`config.mk`:
```
export PLATFORM = sky130hd
export DESIGN_NAME = bxf_rsp_queue
export DESIGN_NICKNAME = d
export VERILOG_FILES = /design/src/rtl/bxf_pkg.sv /design/src/rtl/bxf_rsp_queue.sv
export SDC_FILE = /design/constraint.sdc
export NUM_CORES = 1
export LEC_CHECK = 0
export ABC_AREA = 0
export ABC_CLOCK_PERIOD_IN_PS = 3100
export BUFFER_PORTS_ARGS = -buffer_cell sky130_fd_sc_hd__clkbuf_2
export CAP_MARGIN = 10
export CORE_ASPECT_RATIO = 1.1
export CORE_MARGIN = 10
export CORE_UTILIZATION = 55
export CTS_CLUSTER_DIAMETER = 30
export CTS_CLUSTER_SIZE = 10
export DETAILED_ROUTE_END_ITERATION = 16
export GPL_TIMING_DRIVEN = 0
export HOLD_SLACK_MARGIN = 0.06
export PLACE_DENSITY = 0.78
export SYNTH_ARGS = -nofsm -noshare
export SYNTH_HDL_FRONTEND = slang
export SYNTH_SLANG_ARGS = --single-unit
```
`constraint.sdc`:
```
create_clock -name clock -period 3.1 [get_ports clock]
set_input_delay 0.62 -clock clock [delete_from_list [all_inputs] [get_ports clock]]
set_output_delay 0.62 -clock clock [all_outputs]
set_load 0.1 [all_outputs]
```
`src/rtl/bxf_pkg.sv`:
```
`timescale 1ns / 1ps

package bxf_pkg;

   // line buffer geometry
   localparam int MAX_WIDTH = 256;
   localparam int COL_W     = $clog2(MAX_WIDTH);
   localparam int ROW_W     = 16;
   localparam int PIX_W     = 8;

   // configuration register fields
   localparam int CFG_WIDTH_W  = 9;
   localparam int CFG_HEIGHT_W = 16;
   localparam int CSR_INDEX_W  = 2;
   localparam int CSR_DATA_W   = 16;

   typedef enum logic [CSR_INDEX_W-1:0] {
      CSR_IMAGE_WIDTH  = 2'd0,
      CSR_IMAGE_HEIGHT = 2'd1
   } csr_index_type;

   // nine 8-bit pixels sum to at most 2295
   localparam int SUM_W = 12;

   // floor(x / 9) = (x * 3641) >> 15 for every x below 4096
   localparam int                RECIP_W     = 12;
   localparam logic [RECIP_W-1:0] RECIP_NINE = 12'd3641;
   localparam int                RECIP_SHIFT = 15;
   localparam int                PROD_W      = SUM_W + RECIP_W;

   // result queue
   localparam int QUEUE_DEPTH = 4;
   localparam int QUEUE_PTR_W = $clog2(QUEUE_DEPTH);
   localparam int QUEUE_CNT_W = QUEUE_PTR_W + 1;

   typedef struct packed {
      logic             frame_end;
      logic             row_end;
      logic [PIX_W-1:0] smoothed;
   } rsp_item_type;

   typedef struct packed {
      logic [QUEUE_CNT_W-1:0] count;
      logic                   full;
   } queue_status_type;

endpackage

```
`src/rtl/bxf_rsp_queue.sv`:
```
`timescale 1ns / 1ps

module bxf_rsp_queue
   import bxf_pkg::*;
(
   input  logic             clock,
   input  logic             reset,
   input  logic             wr_valid,
   input  rsp_item_type     wr_item,
   output logic             rd_valid,
   input  logic             rd_ready,
   output rsp_item_type     rd_item,
   output queue_status_type status
);

   rsp_item_type           slot_ff [QUEUE_DEPTH];
   logic [QUEUE_PTR_W-1:0] wr_ptr_ff;
   logic [QUEUE_PTR_W-1:0] rd_ptr_ff;
   logic [QUEUE_CNT_W-1:0] count_ff;
   logic [QUEUE_CNT_W-1:0] count_in;
   logic                   do_wr;
   logic                   do_rd;

   assign do_rd = rd_valid && rd_ready;
   assign do_wr = wr_valid && (count_ff != QUEUE_CNT_W'(QUEUE_DEPTH));

   always_comb begin
      count_in = count_ff;
      if (do_wr && !do_rd) begin
         count_in = count_ff + QUEUE_CNT_W'(1);
      end else if (do_rd && !do_wr) begin
         count_in = count_ff - QUEUE_CNT_W'(1);
      end
   end

   always_ff @(posedge clock) begin
      if (reset) begin
         wr_ptr_ff <= '0;
         rd_ptr_ff <= '0;
         count_ff  <= '0;
      end else begin
         if (do_wr) begin
            wr_ptr_ff <= wr_ptr_ff + QUEUE_PTR_W'(1);
         end
         if (do_rd) begin
            rd_ptr_ff <= rd_ptr_ff + QUEUE_PTR_W'(1);
         end
         count_ff <= count_in;
      end
   end

   always_ff @(posedge clock) begin
      if (do_wr) begin
         slot_ff[wr_ptr_ff] <= wr_item;
      end
   end

   assign rd_valid     = (count_ff != '0);
   assign rd_item      = slot_ff[rd_ptr_ff];
   assign status.count = count_ff;
   assign status.full  = (count_ff == QUEUE_CNT_W'(QUEUE_DEPTH));

endmodule

```
==> results.json, run 1 <==
{
  "layout.cells.most_common_list": "40 x sky130_fd_sc_hd__edfxtp_1, 28 x sky130_fd_sc_hd__clkbuf_2, 10 x sky130_fd_sc_hd__mux4_2",
  "fmax_mhz": 409,
  "n_fill_cell": 247,
  "gr-usage-all-layers": 0.108,
  "r2r_path_end": "count_ff[2]",
  "finalCritPeriodShare": 0.789,
  "worst_hold_path_type": "input pin to flip-flop",
  "insertion_delay_ps": 350,
  "number_of_antenna_violations_at_the_first_check_in_global_routing": 0,
  "ys_seq_area_frac": 0.723,
  "cts_inserted_buffers": 5,
  "route.detailed.drc": 0,
  "std_cell_rows": 22,
  "post_synth_and_or_nand_nor_area_fraction": 0.0491,
  "nets": 154,
  "timing.critical_path.required_ps": 2480,
  "critical_path_cell_count": 3,
  "floorplan.core_area_um2": 3330,
  "wire_length_of_the_first_global_routing_pass_um": 5060,
  "post_synth.cell_area_avg_um2": 19.1,
  "layout_commonest_cell": "sky130_fd_sc_hd__edfxtp_1",
  "io_buffers": 27,
  "worst-slew-pin-transition_ps": 553,
  "drt_initial_violations": 42,
  "syn_area_um2": 1910,
  "synthesis.nets": 120,
  "htreeDepth": 2,
  "initial_core_util": 0.574,
  "post_detailed_route_via_to_cell_ratio": 5.34,
  "tritoncts_num_sinks": 49,
  "synthAdderAreaFrac": 0.0432,
  "critical_path.startpoint_type": "flip-flop",
  "finalMaxSlewViolations": 0,
  "io-pin-count": 29,
  "timing.critical_path.cells": "buf_4 > mux4_2 > clkbuf_2",
  "synthesis.yosys.warnings": 0,
  "crit-reg2reg-launch": "count_ff[0]",
  "outcome": "finished clean",
  "avgRoutedWirePerCell_um": 17.0,
  "dominant_combinational_cell_family_by_area_after_synthesis": "multiplexers",
  "layout_skew_ps": 4.88,
  "critical-path-max-stage-delay_ps": 530,
  "crit_path_end_kind": "primary output",
  "synthMuxAreaShare": 0.128,
  "finalHoldViolations": 0,
  "pin_count_of_the_biggest_net_entering_global_routing": 15,
  "gr-total-overflow": 0,
  "layout-drive-gt1-share": 0.363,
  "place_hpwl_um": 2210,
  "time_the_worst_path_needs_with_i_o_delays_and_setup_ps": 2450,
  "synth_instances": 100,
  "areaGrowthSynthToFinish_pct": 14.5,
  "timing.setup.critical_path_class": "flip-flop to primary output",
  "cell_family_with_most_cp_delay": "buffers and inverters",
  "drt-pass1-iter-count": 4,
  "synth-xor-area-share": 0.0183,
  "max-cap-violations": 0,
  "antenna_cells_inserted": 0,
  "reg2reg_depth": 8,
  "critPathArrivalTime_ps": 1830,
  "yosys_register_bits": 49,
  "grt_setup_unrepaired": "false",
  "cell_at_the_root_of_the_clock_tree": "sky130_fd_sc_hd__clkbuf_4",
  "ctsLongestPathBuffers": 2,
  "cts_hold_buffers": 0,
  "crit_fanout": 10,
  "detailroute.via_count": 977,
  "min_from": "wr_item[0]",
  "tritoncts": "built",
  "cp.buffers_inverters": 2,
  "critical_path.slowest_cell": "sky130_fd_sc_hd__mux4_2",
  "fraction_of_the_mapped_netlist_area_in_compound_gates": 0.0216,
  "totalWireLength_um": 3120,
  "timing.slew.headroom": 0.633,
  "r2r_slack_ps": 850,
  "setup_viol": 0,
  "critPathCapture": "rd_item[7]",
  "setup-tns-final_ps": 0,
  "postCtsResizedCells": 0,
  "first_global_vias": 1021,
  "worstHoldPathCells": 1,
  "post_synth_num_cell_types": 21,
  "die_area_um2": 6230,
  "utilization": 0.657,
  "cts.reportedPaths.clkPinSlew_ps": 130,
  "gp_routability_congestion": 0.696,
  "postRouteAntennaNets": 0,
  "die_w_um": 76.2,
  "post_cts_repair_setup_buffers": 0,
  "die_h_um": 81.8
}
kinds of logic after synthesis:
| family | after synthesis |
|---|---|
| flops | 49 |
| buf+inv | 7 |
| simple gates | 16 |
| fa+ha+maj | 6 |
| compound gates | 6 |
| mux | 12 |
| xor+xnor | 4 |
synthesized netlist by cell type:
master,n,share of area
sky130_fd_sc_hd__inv_1,4,0.0079
sky130_fd_sc_hd__o31ai_2,1,0.0065
sky130_fd_sc_hd__nor3b_2,1,0.0065
sky130_fd_sc_hd__o311ai_1,1,0.0046
sky130_fd_sc_hd__dfxtp_1,9,0.094
sky130_fd_sc_hd__buf_4,1,0.0039
sky130_fd_sc_hd__fa_1,1,0.010
sky130_fd_sc_hd__clkbuf_1,1,0.0020
sky130_fd_sc_hd__or3_1,3,0.0098
sky130_fd_sc_hd__mux4_2,10,0.12
sky130_fd_sc_hd__nand2b_1,2,0.0065
sky130_fd_sc_hd__o21ai_0,2,0.0052
sky130_fd_sc_hd__xor2_1,4,0.018
sky130_fd_sc_hd__and2_1,4,0.013
sky130_fd_sc_hd__a21oi_1,2,0.0052
sky130_fd_sc_hd__ha_1,5,0.033
sky130_fd_sc_hd__nor2_2,1,0.0033
sky130_fd_sc_hd__nor2_1,5,0.0098
sky130_fd_sc_hd__clkbuf_2,1,0.0026
sky130_fd_sc_hd__edfxtp_1,40,0.63
sky130_fd_sc_hd__mux2i_1,2,0.010
metrics by stage:
stage / setup slack (ps) / area, µm² / hold WS [ps] / cells
after CTS: 607 / 2190 / 458 / 183
after detailed placement: 735 / 2110 / 519 / 175
after global routing: 539 / 2190 / 446 / 183
after floorplan: 81.6 / 1920 / 482 / 100
after global placement: 824 / 2110 / 494 / 175
final: 653 / 2190 / 475 / 183
area by class of cell:
cell class                 instances  area [µm²]  share of cell area
tap                               48        60.1              0.0274
clock inverter                     2        33.8              0.0154
multi-input combinational         44         504               0.230
clock buffer                       6        41.3              0.0189
inverter                           4        15.0             0.00686
timing repair buffer              27         135              0.0617
sequential                        49        1380               0.632
buffer                             3        16.3             0.00743
metal layers:
metal  routed length [µm]  global-route usage
met5                    0                   0
met4                   59              0.0520
met3                  244              0.0513
met2                 1630               0.190
met1                 1190               0.108
flip-flops by register name (all words and copies together) (netlist names), named ones only:
register and cells:
wr_ptr_ff 2, rd_ptr_ff 2, count_ff 3, slot_ff 40
worst min path at each step:
stage                               end  slack (ps)
final                     slot_ff[3][0]         480
after global routing      slot_ff[1][3]         450
after CTS                 slot_ff[3][0]         460
after detailed placement    count_ff[2]         520
after global placement     wr_ptr_ff[1]         490
after floorplan            wr_ptr_ff[1]         480
Power of run 1 is left out: the tool's default activity adds up to more than one toggle a clock period on the data nets, which glitch-free logic cannot reach.
==> inputs of run 2 (changes only) <==
Settings changed: ABC_CLOCK_PERIOD_IN_PS 3100 to 2150, CORE_UTILIZATION 55 to 50, PLACE_DENSITY 0.78 to 0.75.
Clock period 3.1 ns to 2.15 ns, I/O delays scaled along.
==> run 2 against run 1 <==
Net effect:
- via count decreased by 1.0%
- clock-buffer cell count decreased by 1
- sequential share of layout area decreased by 2.1 points
- design area increased by 3.8%
- die area increased by 7.4%
- routed wire length decreased by 1.2%
- critical path depth unchanged
- global-route usage decreased by 0.60 points
- highest routed layer unchanged
==> results.json, run 2 (synthesis results as in run 1) <==
{
  "dp.cells": 177,
  "grt_most_used_layer": "met2",
  "crit_path_end_kind": "primary output",
  "io-pin-count": 29,
  "die_area_um2": 6700,
  "die_w_um": 78.9,
  "largest_register_ffs": 40,
  "pin_count_of_the_biggest_net_entering_global_routing": 17,
  "tritoncts_num_sinks": 49,
  "outcome": "finished clean",
  "layout.cells.most_common_list": "40 x sky130_fd_sc_hd__edfxtp_1, 18 x sky130_fd_sc_hd__clkbuf_2, 10 x sky130_fd_sc_hd__mux4_2",
  "grt_setup_unrepaired": "false",
  "utilization": 0.621,
  "gr-total-overflow": 0,
  "gr-usage-all-layers": 0.102,
  "crit_fanout": 10,
  "gp_routability_congestion": 0.719,
  "floorplan.core_area_um2": 3650,
  "layout-drive-gt1-share": 0.437,
  "layout_commonest_cell": "sky130_fd_sc_hd__edfxtp_1",
  "initial_core_util": 0.523,
  "antenna_cells_inserted": 0,
  "timing.critical_path.required_ps": 1720,
  "drt_initial_violations": 58,
  "layout_skew_ps": 5.06,
  "wire_length_of_the_first_global_routing_pass_um": 5180,
  "fmax_mhz": 487,
  "worst_hold_path_type": "input pin to flip-flop",
  "instances_no_fill": 185,
  "route.detailed.drc": 0,
  "groute.layer.met3.usage": 0.0401,
  "htreeDepth": 2,
  "post_detailed_route_via_to_cell_ratio": 5.23,
  "finalHoldViolations": 0,
  "biggestRegsByFlops": "slot_ff: 40 flops, count_ff: 3 flops",
  "critPathArrivalTime_ps": 1620,
  "largest_register": "slot_ff",
  "postRouteAntennaNets": 0,
  "time_the_worst_path_needs_with_i_o_delays_and_setup_ps": 2050,
  "worst-slew-pin-transition_ps": 543,
  "cts_inserted_buffers": 5,
  "insertion_delay_ps": 300,
  "die_h_um": 84.8,
  "finalCritPeriodShare": 0.956,
  "place_hpwl_um": 2200,
  "tritoncts": "built",
  "globalRouteMet2Util": 0.174,
  "std_cell_rows": 23,
  "gr-usage-met1": 0.109,
  "nets": 154,
  "max-cap-violations": 0,
  "critical_path.startpoint_type": "flip-flop",
  "areaGrowthSynthToFinish_pct": 18.9,
  "cell_at_the_root_of_the_clock_tree": "sky130_fd_sc_hd__clkbuf_8",
  "setup_viol": 0,
  "timing.setup.critical_path_class": "flip-flop to primary output",
  "avgRoutedWirePerCell_um": 16.7,
  "r2r_slack_ps": 140,
  "io_buffers": 27,
  "drt-pass1-iter-count": 4,
  "cts.reportedPaths.clkPinSlew_ps": 90,
  "number_of_antenna_violations_at_the_first_check_in_global_routing": 0,
  "detailroute.via_count": 967,
  "cts_hold_buffers": 0,
  "finalMaxSlewViolations": 0,
  "ctsLongestPathBuffers": 2,
  "timing.slew.headroom": 0.640,
  "totalWireLength_um": 3080,
  "first_global_vias": 1059
}
[run 2: area by class of cell]
type                       instances  area (µm²)
fill                             282        1380
inverter                           4        15.0
buffer                             3        20.0
sequential                        49        1390
clock inverter                     3        21.3
timing repair buffer              27         160
tap                               50        62.6
clock buffer                       5        68.8
multi-input combinational         44         536
[run 2: worst max-delay path, cell delays in order (launching register included)]
cell	delay, ps
sky130_fd_sc_hd__dfxtp_1	340
sky130_fd_sc_hd__buf_6	190
sky130_fd_sc_hd__mux4_2	510
sky130_fd_sc_hd__clkbuf_4	290
[run 2: final timing paths]
| check | startpoint | to | cells past startpoint |
|---|---|---|---|
| min | wr_item[8] | slot_ff[3][8] | 1 |
| min reg2reg | rd_ptr_ff[1] | rd_ptr_ff[1] | 2 |
| max | flip-flop | rd_item[2] | 3 |
| max reg2reg | count_ff[0] | count_ff[2] | 8 |
[run 2: what timing repair did]
action / CTS / global route
resized for setup: 10 / 3
buffers inserted: 0 / 0
endpoints found under the hold margin: 0 / 0
setup endpoints to repair: 10 / 11
[run 2: stage by stage]
step / setup TNS [ps] / area, µm² / hold WS (ps) / setup slack (ps)
2_1_floorplan: -2950 / 1950 / 482 / -446
3_3_place_gp: 0 / 2140 / 490 / 116
3_5_place_dp: 0 / 2140 / 519 / 61.0
4_1_cts: 0 / 2260 / 336 / 25.1
5_1_grt: 0 / 2270 / 343 / 19.3
6_report: 0 / 2270 / 346 / 95.1
[run 2: per-layer routing]
layer / vias to the layer above / routed length [µm]
met1: 485 / 1230
met3: 6 / 155
met4: 0 / 51
met2: 22 / 1650
met5: - / 0
li1: 454 / -
Power of run 2 is left out for the same reason.
==> inputs of run 3 (changes only) <==
Settings changed: ABC_CLOCK_PERIOD_IN_PS 2150 to 2340, CORE_UTILIZATION 50 to 55, PLACE_DENSITY 0.75 to 0.78.
Clock period 2.15 ns to 2.34 ns, I/O delays scaled along.
==> run 3 against run 2 <==
Net effect:
- via count fell by 3.0%
- sequential share of layout area grew 1.9 points
- clock skew is 5.3 ps higher
- core utilization is 4.0 points higher
- non-clock buffer count unchanged
- design area is 3.0% lower
- clock-buffer cell count stayed put
- worst hold slack worse by 36 ps
- critical path depth unchanged
- first-iteration DRC count fell by 47%
- worst setup slack better by 39 ps
- largest cell class unchanged
- highest routed layer unchanged
==> results.json, run 3 (synthesis results as in run 1) <==
{
  "detailroute.via_count": 938,
  "setup_viol": 0,
  "initial_core_util": 0.574,
  "htreeDepth": 2,
  "tritoncts": "built",
  "die_area_um2": 6230,
  "largest_register": "slot_ff",
  "crit_path_end_kind": "primary output",
  "time_the_worst_path_needs_with_i_o_delays_and_setup_ps": 2210,
  "crit_fanout": 10,
  "worst_hold_path_type": "input pin to flip-flop",
  "layout-drive-gt1-share": 0.400,
  "layout_commonest_cell": "sky130_fd_sc_hd__edfxtp_1",
  "post_detailed_route_via_to_cell_ratio": 5.13,
  "pin_count_of_the_biggest_net_entering_global_routing": 16,
  "tritoncts_num_sinks": 49,
  "die_h_um": 81.8,
  "gr-usage-all-layers": 0.105,
  "layout_skew_ps": 10.3,
  "critical_path.slowest_cell": "sky130_fd_sc_hd__mux4_2",
  "final_cell_area_um2": 2200,
  "layout.cells.most_common_list": "40 x sky130_fd_sc_hd__edfxtp_1, 18 x sky130_fd_sc_hd__clkbuf_2, 10 x sky130_fd_sc_hd__mux4_2",
  "biggestRegsByFlops": "slot_ff: 40 flops, count_ff: 3 flops",
  "min_from": "wr_item[9]",
  "number_of_antenna_violations_at_the_first_check_in_global_routing": 0,
  "timing.critical_path.required_ps": 1870,
  "largest_register_ffs": 40,
  "gp_routability_congestion": 0.715,
  "critical_path.startpoint_type": "flip-flop",
  "cts_inserted_buffers": 5,
  "std_cell_rows": 22,
  "io_buffers": 27,
  "floorplan.core_area_um2": 3330,
  "finalMaxSlewViolations": 0,
  "timing.setup.critical_path_class": "flip-flop to primary output",
  "drt-pass1-iter-count": 2,
  "antenna_cells_inserted": 0,
  "cell_at_the_root_of_the_clock_tree": "sky130_fd_sc_hd__clkbuf_4",
  "totalWireLength_um": 2980,
  "drt_initial_violations": 31,
  "postRouteAntennaNets": 0,
  "avgRoutedWirePerCell_um": 16.3,
  "die_w_um": 76.2,
  "finalCritPeriodShare": 0.943,
  "max-cap-violations": 0,
  "timing.critical_path.cells": "buf_4 > mux4_2 > buf_2",
  "cts_hold_buffers": 0,
  "nets": 154,
  "worst-slew-pin-transition_ps": 542,
  "critical-path-max-stage-delay_ps": 520,
  "insertion_delay_ps": 360,
  "gr-total-overflow": 0,
  "wire_length_of_the_first_global_routing_pass_um": 4880,
  "areaGrowthSynthToFinish_pct": 15.3,
  "timing.slew.headroom": 0.638,
  "cts.reportedPaths.clkPinSlew_ps": 140,
  "fmax_mhz": 453,
  "grt_setup_unrepaired": "false",
  "ctsLongestPathBuffers": 2,
  "critPathArrivalTime_ps": 1740,
  "outcome": "finished clean",
  "crit-reg2reg-launch": "count_ff[1]",
  "io-pin-count": 29,
  "route.detailed.drc": 0,
  "first_global_vias": 1007,
  "placed_cell_area_um2": 2120,
  "finalHoldViolations": 0
}
==> run 3: final cells by class <==
class                           instances  area, µm²
Sequential cell                        49       1390
Multi-Input combinational cell         44        507
Buffer                                  3       16.3
Timing Repair Buffer                   27        138
Fill cell                             239       1130
Clock inverter                          3       41.3
Tap cell                               48       60.1
Clock buffer                            5       37.5
Inverter                                4       15.0
==> run 3: path summary, 6_finish.rpt <==
check	to	slack [ps]	cells past startpoint
hold reg to reg	count_ff[2]	540	2
setup / recovery	rd_item[6]	130	3
setup reg to reg	count_ff[2]	250	7
hold / removal	slot_ff[3][9]	310	1
==> run 3: per-layer routing <==
layer	vias to the layer above	part of all wire	global-route usage
met4	0	0.021	0.0558
met2	23	0.54	0.185
met1	455	0.39	0.108
met5	-	0	0
li1	452	-	-
met3	8	0.048	0.0404
==> run 3: critical path, delay by kind of cell, from the launching register on <==
kind                   cells  cell delay (ps)
DFF                        1              330
buffers and inverters      2              520
muxes                      1              520
==> run 3: timing repair <==
action,CTS,global route
resized for setup,1,9
endpoints found under the setup margin,1,9
gates cloned,0,0
setup buffers,0,0
==> run 3: through the flow <==
stage | setup TNS (ps) | cells | worst slack, ps | hold slack [ps] | util
global placement | 0 | 175 | 208 | 493 | 0.637
finish | 0 | 183 | 134 | 310 | 0.661
global route | 0 | 183 | 17.6 | 284 | 0.661
detailed placement | 0 | 175 | 158 | 515 | 0.637
CTS | 0 | 183 | 1.72 | 295 | 0.661
floorplan | -590 | 100 | -306 | 482 | -
Power of run 3 is left out for the same reason.
